`config.mk`:
```
export PLATFORM = sky130hd
export DESIGN_NAME = ippb_ctrl
export DESIGN_NICKNAME = d
export VERILOG_FILES = /design/src/design/ippb_pkg.sv /design/src/design/ippb_ctrl.sv
export SDC_FILE = /design/constraint.sdc
export NUM_CORES = 1
export LEC_CHECK = 0
export ABC_AREA = 1
export BUFFER_PORTS_ARGS = -buffer_cell sky130_fd_sc_hd__buf_2
export CAP_MARGIN = 10
export CORE_MARGIN = 2
export CORE_UTILIZATION = 50
export DETAILED_ROUTE_END_ITERATION = 10
export PLACE_DENSITY = 0.86
export SLEW_MARGIN = 20
export SYNTH_ARGS = -nofsm -noshare
export SYNTH_HDL_FRONTEND = slang
export SYNTH_SLANG_ARGS = --single-unit
```
`constraint.sdc`:
```
create_clock -name clk -period 1.61 [get_ports clk]
set_input_delay 0.0805 -clock clk [delete_from_list [all_inputs] [get_ports clk]]
set_output_delay 0.0805 -clock clk [all_outputs]
set_load 0.1 [all_outputs]
```
`src/design/ippb_pkg.sv`:
```
`timescale 1ns / 1ps
// ----------------------------------------------------------------------------
// ippb_pkg
// Shared types, constants and helpers for the pitch balance block.
// ----------------------------------------------------------------------------
package ippb_pkg;

  localparam int CORDIC_STEPS_DEF = 16;
  localparam int ANGLE_WIDTH_DEF  = 16;

  localparam int SQRT_ITERS   = 29;
  localparam int STEP_W       = 5;
  localparam int ATAN_ENTRIES = 24;

  localparam int PROD_W = 32;   // 16x16 products
  localparam int SUM_W  = 34;   // atan2 operands before rotation
  localparam int S_W    = 30;   // clamped asin argument
  localparam int ROOT_W = 58;   // square root working width
  localparam int ROOT_OUT_W = 29;
  localparam int CORD_W = 38;   // rotation x and y
  localparam int Q13_W  = 18;   // angle after conversion to q3.13

  localparam logic signed [15:0] PROP_GAIN_RST   = 16'sd942;
  localparam logic signed [15:0] DERIV_GAIN_RST  = 16'sd819;
  localparam logic signed [15:0] TARGET_PITCH_RST = 16'sd0;
  localparam logic [7:0]         RATE_DIVIDER_RST = 8'd5;

  localparam logic OP_SAMPLE = 1'b0;
  localparam logic OP_TICK   = 1'b1;

  localparam logic signed [Q13_W-1:0] PI_Q13      = 18'sd25736;
  localparam logic signed [Q13_W-1:0] HALF_PI_Q13 = 18'sd12868;
  localparam longint HALF_PI_Q30 = 64'sd1686629713;
  localparam logic signed [SUM_W-1:0] ONE_Q28 = 34'sd268435456;
  localparam logic signed [23:0] EFF_MAX = 24'sd8388607;
  localparam logic signed [23:0] EFF_MIN = -24'sd8388608;

  localparam longint ATAN_Q30 [ATAN_ENTRIES] = '{
    64'sd843314856, 64'sd497837829, 64'sd263043836, 64'sd133525158,
    64'sd67021686,  64'sd33543515,  64'sd16775850,  64'sd8388437,
    64'sd4194282,   64'sd2097149,   64'sd1048575,   64'sd524287,
    64'sd262143,    64'sd131071,    64'sd65535,     64'sd32767,
    64'sd16383,     64'sd8191,      64'sd4095,      64'sd2047,
    64'sd1023,      64'sd511,       64'sd255,       64'sd127
  };

  // q30 angle rounded half up to q3.(aw-3)
  function automatic longint to_angle(input longint q30, input int aw);
    return (q30 + (64'sd1 <<< (32 - aw))) >>> (33 - aw);
  endfunction

  typedef enum logic [1:0] {
    REG_PROP_GAIN    = 2'd0,
    REG_DERIV_GAIN   = 2'd1,
    REG_TARGET_PITCH = 2'd2,
    REG_RATE_DIVIDER = 2'd3
  } ippb_reg_t;

  typedef enum logic [1:0] {
    SEL_ROLL  = 2'd0,
    SEL_YAW   = 2'd1,
    SEL_PITCH = 2'd2
  } ippb_sel_t;

  typedef enum logic [10:0] {
    ST_IDLE  = 11'b00000000001,
    ST_PROD  = 11'b00000000010,
    ST_SUM   = 11'b00000000100,
    ST_SQ    = 11'b00000001000,
    ST_ROOT  = 11'b00000010000,
    ST_CINIT = 11'b00000100000,
    ST_CITER = 11'b00001000000,
    ST_CFIN  = 11'b00010000000,
    ST_TICK  = 11'b00100000000,
    ST_PDMUL = 11'b01000000000,
    ST_PDSUM = 11'b10000000000
  } ippb_state_t;

  typedef struct packed {
    logic              load;
    logic              prod;
    logic              sum;
    logic              square;
    logic              root;
    logic              c_init;
    logic              c_step;
    logic              c_fin;
    logic              tick;
    logic              pd_mul;
    logic              pd_sum;
    ippb_sel_t         sel;
    logic [STEP_W-1:0] step;
  } ippb_cmd_t;

  typedef struct packed {
    logic fire;
  } ippb_stat_t;

endpackage

```
`src/design/ippb_ctrl.sv`:
```
`timescale 1ns / 1ps
// ----------------------------------------------------------------------------
// ippb_ctrl
// Sequencer for quaternion conversion and the pd control step.
// ----------------------------------------------------------------------------
module ippb_ctrl import ippb_pkg::*; #(
  parameter int CORDIC_STEPS = CORDIC_STEPS_DEF
) (
  input  logic       clk,
  input  logic       rst,
  input  logic       in_valid,
  output logic       in_ready,
  input  logic       operation,
  input  logic       slot_free,
  output logic       emit,
  input  ippb_stat_t stat,
  output ippb_cmd_t  cmd
);

  ippb_state_t       state, state_next;
  logic [STEP_W-1:0] cnt, cnt_next;
  ippb_sel_t         sel, sel_next;
  logic              done, done_next;

  always_comb begin
    state_next = state;
    cnt_next   = cnt;
    sel_next   = sel;
    done_next  = done;
    cmd        = '0;
    cmd.sel    = sel;
    cmd.step   = cnt;
    in_ready   = 1'b0;
    emit       = 1'b0;
    unique case (state)
      ST_IDLE: begin
        if (done) begin
          if (slot_free) begin
            emit      = 1'b1;
            done_next = 1'b0;
          end
        end else begin
          in_ready = 1'b1;
          if (in_valid) begin
            cmd.load   = 1'b1;
            state_next = (operation == OP_TICK) ? ST_TICK : ST_PROD;
          end
        end
      end
      ST_PROD: begin
        cmd.prod   = 1'b1;
        state_next = ST_SUM;
      end
      ST_SUM: begin
        cmd.sum    = 1'b1;
        state_next = ST_SQ;
      end
      ST_SQ: begin
        cmd.square = 1'b1;
        cnt_next   = '0;
        state_next = ST_ROOT;
      end
      ST_ROOT: begin
        cmd.root = 1'b1;
        if (cnt == STEP_W'(SQRT_ITERS - 1)) begin
          cnt_next   = '0;
          sel_next   = SEL_ROLL;
          state_next = ST_CINIT;
        end else begin
          cnt_next = cnt + 1'b1;
        end
      end
      ST_CINIT: begin
        cmd.c_init = 1'b1;
        cnt_next   = '0;
        state_next = ST_CITER;
      end
      ST_CITER: begin
        cmd.c_step = 1'b1;
        if (cnt == STEP_W'(CORDIC_STEPS - 1)) begin
          state_next = ST_CFIN;
        end else begin
          cnt_next = cnt + 1'b1;
        end
      end
      ST_CFIN: begin
        cmd.c_fin = 1'b1;
        unique case (sel)
          SEL_ROLL: begin
            sel_next   = SEL_YAW;
            state_next = ST_CINIT;
          end
          SEL_YAW: begin
            sel_next   = SEL_PITCH;
            state_next = ST_CINIT;
          end
          default: begin
            done_next  = 1'b1;
            state_next = ST_IDLE;
          end
        endcase
      end
      ST_TICK: begin
        cmd.tick = 1'b1;
        if (stat.fire) begin
          state_next = ST_PDMUL;
        end else begin
          done_next  = 1'b1;
          state_next = ST_IDLE;
        end
      end
      ST_PDMUL: begin
        cmd.pd_mul = 1'b1;
        state_next = ST_PDSUM;
      end
      ST_PDSUM: begin
        cmd.pd_sum = 1'b1;
        done_next  = 1'b1;
        state_next = ST_IDLE;
      end
      default: begin
        state_next = ST_IDLE;
      end
    endcase
  end

  always_ff @(posedge clk) begin
    if (rst) begin
      state <= ST_IDLE;
      cnt   <= '0;
      sel   <= SEL_ROLL;
      done  <= 1'b0;
    end else begin
      state <= state_next;
      cnt   <= cnt_next;
      sel   <= sel_next;
      done  <= done_next;
    end
  end

  a_sample_starts: assert property (@(posedge clk) disable iff (rst)
    (in_valid && in_ready && (operation == OP_SAMPLE)) |=> (state == ST_PROD))
    else $error("sample item did not start the product stage");

  a_emit_free: assert property (@(posedge clk) disable iff (rst)
    emit |-> (slot_free && done))
    else $error("result emitted without a free output slot");

  a_no_accept_pending: assert property (@(posedge clk) disable iff (rst)
    done |-> !in_ready)
    else $error("item accepted while a result is pending");

  a_step_range: assert property (@(posedge clk) disable iff (rst)
    (state == ST_CITER) |-> (cnt < STEP_W'(CORDIC_STEPS)))
    else $error("rotation step count out of range");

endmodule

```
## After elaboration in Yosys (flattened, before gate mapping)

Cells that the tools add are included.

- Bits in registers: 19
- Bits in latches: 0
- RAM bits: 0
- ROM bits: 0
- Input bits: 6
- Output and inout bits: 20
- Word-level logic and storage cells: 74
- Memories kept: 0

- Add/subtract/negate cells: 1
- $mul: 0
- Div/mod/pow operators: 0
- Order comparisons: 0
- Equal/unequal tests: 22
- Shift operators: 0
- Multiplexer cells: 37
- Bitwise gates (word level): 0
- Reduce and logical (&&, ||, !) cells: 10

Operators by type and width:

| cell | number |
|---|---|
| one-hot mux 11 bit (10 select lines) | 1 |
| two-way mux 11 bit | 4 |
| two-way mux 1 bit | 22 |
| one-hot mux 5 bit (3 select lines) | 1 |
| != test 2 bit (second input constant) | 7 |
| equality test 11 x 1 -> 1 bit (second input constant) | 1 |
| equality test 11 x 10 -> 1 bit (second input constant) | 1 |
| equality test 11 bit (second input constant) | 1 |
| equality test 11 x 2 -> 1 bit (second input constant) | 1 |
| equality test 11 x 3 -> 1 bit (second input constant) | 1 |
| equality test 11 x 4 -> 1 bit (second input constant) | 1 |
| equality test 11 x 5 -> 1 bit (second input constant) | 1 |
| equality test 11 x 6 -> 1 bit (second input constant) | 1 |
| equality test 11 x 7 -> 1 bit (second input constant) | 1 |
| equality test 11 x 8 -> 1 bit (second input constant) | 1 |
| equality test 11 x 9 -> 1 bit (second input constant) | 1 |
| two-way mux 10 bit | 1 |
| two-way mux 5 bit | 2 |
| two-way mux 9 bit | 1 |
| one-hot mux 2 bit (2 select lines) | 2 |
| two-way mux 6 bit | 1 |
| AND reduction 3 bit | 2 |
| adder 5 x 1 -> 5 bit (second input constant) | 1 |
| equality test 5 x 4 -> 1 bit (second input constant) | 1 |
| other kinds (12) | 13 |

## Longest topological paths before layout

- Depth in word-level cells: 4
- Mapped depth: 11

## Least setup slack after synthesis

Ideal clock, no wire load.

- Kind: register -> output
- Start point: register state[0]
- End point: output cmd[17] in the netlist's numbering
- Arrival time: 3.022 ns
- Required time: 1.529 ns
- Slack: -1.492 ns
- Stages on the path, launching flop included: 5
- Path through: dfxtp_1 inv_1 nor3_1 nand2_4 nor3b_1

RTL lines:

| item | RTL line | text |
|---|---|---|
| start, declared | ippb_ctrl.sv:20 | `ippb_state_t state, state_next;` |
| start signal, assigned | ippb_ctrl.sv:134 | `state <= state_next;` |
| end, declared | ippb_ctrl.sv:17 | `output ippb_cmd_t cmd` |

==> impl_results.md <==
- Run status: finished, violations left
- Failing checks: setup timing
- Core box area: 2250 sq um
- Routed len/inst: 17.8 um
- Setup CP Type: reg -> out
- Worst Path Required: 1.53 ns
- DIE HEIGHT: roughly 53 um
- Synth cell types: 25
- Worst path cell trace: inv_4, nand2_4, nor3_4, nand2_8, nor3b_4, buf_12
- Buf/Inv on CP: 2
- Switching share of power: 55.5%
- Starting Density: 53.8%
- Vias in the first global route: approximately 1300
- Largest net degree at the start of global routing: 12
- # rows: 17
- Internal power: approximately 0.0015 W
- First drt pass iteration count: 4
- Delay-heaviest family, CP: simple AND/OR/NAND/NOR gates
- DR iter-0 viols: 77
- Total Die Area: 2840 sq um
- Cts-stage hold buffer count: 0
- Relative slew slack: between 60% and 70%
- First-pass GRT wire length: between 6 and 7 mm
- Initial antenna violation count: 0
- Crit-path max FO: 5
- Power share of the sequential group: around a fifth
- Clk network pwr share: a little under 8%
- Skew final: slightly below 0.007 ns
- Max-slew violation count: 0
- Insertion delay of the later-clocked pin in the worst-skew pair: ~0.31 ns
- Most common cell after layout, fill and taps aside: nand2_1
- Synthesized Nets: just under 200
- Worst path max stage delay: about 0.38 ns
- Place WS: 0.0415 ns
- Worst setup SP type: flop
- Mapped Cells: 188
- Arrival time at the worst endpoint: 1.63 ns
- Port Buffers: 25
- Fill cell count: 81
- Final Hold Violating Endpoints: 0
- Die width: between 50 and 60 um
- Post-Syn Area: 1210 sq um
- Seq/Total Area, Yosys: 31.3%
- ANT cells: 0
- PwrDens: around 1600 nW/um^2
- Worst setup margin: -0.0971 ns
- Slew @ Worst Pin: approximately 0.49 ns
- Syn avg cell area: about 6.5 sq um
- DP Wirelength: 2.55 mm
- Setup crit end kind: primary output
- Worst vdd ir: around 0.0020 V
- Seq cells post-synth: 19
- # clock sinks: 19
- Min-Delay Path Class: in -> reg
- Final WL: approximately 4.7 mm
- I/O Pins: 26
- H-tree levels: 1
- Combinational share of power: approximately 72%
- Clk slew on worst S/H paths: roughly 0.11 ns
- Fin crit share: 106%
- Nets: ~250
- Gpl congestion: about 0.87
- TritonCTS buffer count: 3
- Switching power: around 0.0018 W
- CP max stage cell: dfxtp_4
- Fmax: a little under 600 MHz
- Yosys Warn Count: 0
- Post-layout min period: 1.71 ns
- CTS tree: built
- DR vias: 1515
- GR Util All Layers: between 30% and 40%
- Final setup violation count: 10
- Drt via density: 5.70
- Setup TNS: -0.423 ns
- Most frequent cells in the layout: nand2_1, inv_1, nor2_1
- Layout cell share with drive strength beyond 1: 52.5%
- CTS max path bufs: 2
- P_leak: 1.02 nW
- Layout area overhead: 72.7%
- Total grt overflow: 0
- Post-route ant nets: 0
- RSZ-0062 raised after global routing: true
- Root Driver: clkbuf_4
- Maxcap violations: 0
- # DRC: 0
cells by family after synthesis:
kind of cell | after synthesis | synth area share (%)
AND/OR/NAND/NOR | 113 | 46.9
flip-flops | 19 | 31.3
AO/OA/AOI/OAI | 12 | 5.88
adder cells (fa/ha/maj) | 3 | 3.09
buffers and inverters | 41 | 12.8
layout make-up:
| cell class | instances | area, sq um | share of cell area [%] |
|---|---|---|---|
| clock buffer | 4 | 26.3 | 1.25 |
| timing repair buffer | 46 | 493 | 23.5 |
| sequential | 19 | 422 | 20.1 |
| inverter | 40 | 173 | 8.24 |
| tap | 28 | 35.0 | 1.67 |
| multi-input combinational | 129 | 947 | 45.2 |
per-stage QoR:
stage	utilization (%)	cells	area, sq um	hold slack (ns)	total power [W]
after floorplan	-	188	1370	0.145	0.00202
after global placement	76.4	240	1720	0.329	0.00240
after detailed placement	76.4	240	1720	0.335	0.00246
after CTS	83.9	256	1890	0.00439	0.00291
after global routing	93.0	266	2100	0.0252	0.00341
final	93.0	266	2100	0.0211	0.00329
power by group through the flow:
stage          Combinational [W]  Sequential [W]  Clock, W
6_report                 0.00238        0.000657  0.000256
3_3_place_gp             0.00178        0.000624         0
4_1_cts                  0.00203        0.000629  0.000247
2_1_floorplan            0.00126        0.000765         0
3_5_place_dp             0.00183        0.000631         0
5_1_grt                  0.00248        0.000664  0.000269
flip-flops by register name, indices dropped and copies added, names as in the netlist:
| register | cells |
|---|---|
| cnt | 5 |
| sel | 2 |
| done | 1 |
| state | 11 |
per-layer routing:
layer  share of wire, %  track usage [%]  up-vias  wire length (um)
met5                  0                0        -                 0
met4                6.0             14.5        0               284
met3                8.5             8.19       37               401
met2                 49             51.9      101              2320
met1                 37             37.1      694              1730
li1                   -                -      683                 -
what timing repair did:
item	CTS	global route
cloned	0	1
setup endpoints to repair	7	29
buffers inserted	12	10
gates resized for setup	21	39
pin swaps	14	17
final timing paths:
path,depth (start not counted),startpoint,slack (ns),to
min reg2reg,2,cnt[0],0.52,cnt[0]
max,6,state[2],-0.1,cmd[17]
min,2,rst,0.02,sel[0]
max reg2reg,9,state[2],-0.04,state[2]
cells in the mapped netlist:
cell,n,area [sq um]
nor2_1,30,113
nand3b_1,1,7.51
nor2_2,2,12.5
and3_1,1,6.26
inv_2,2,7.51
dfxtp_1,19,380
nand2_4,3,33.8
o21ai_1,2,10.0
nand3_2,2,20.0
nor3_1,8,40.0
ha_1,3,37.5
nand2_2,5,31.3
o21ai_0,4,20.0
inv_1,38,143
nor2_8,2,40.0
nand3_1,7,35.0
nand4_1,5,31.3
nor2_4,1,11.3
buf_2,1,5.00
nor4_1,1,6.26
nand4_2,1,12.5
nor3b_1,1,7.51
nand2_1,43,161
a21oi_1,5,25.0
a21oi_4,1,16.3
No activity file was read; power rests on OpenSTA's default activity.
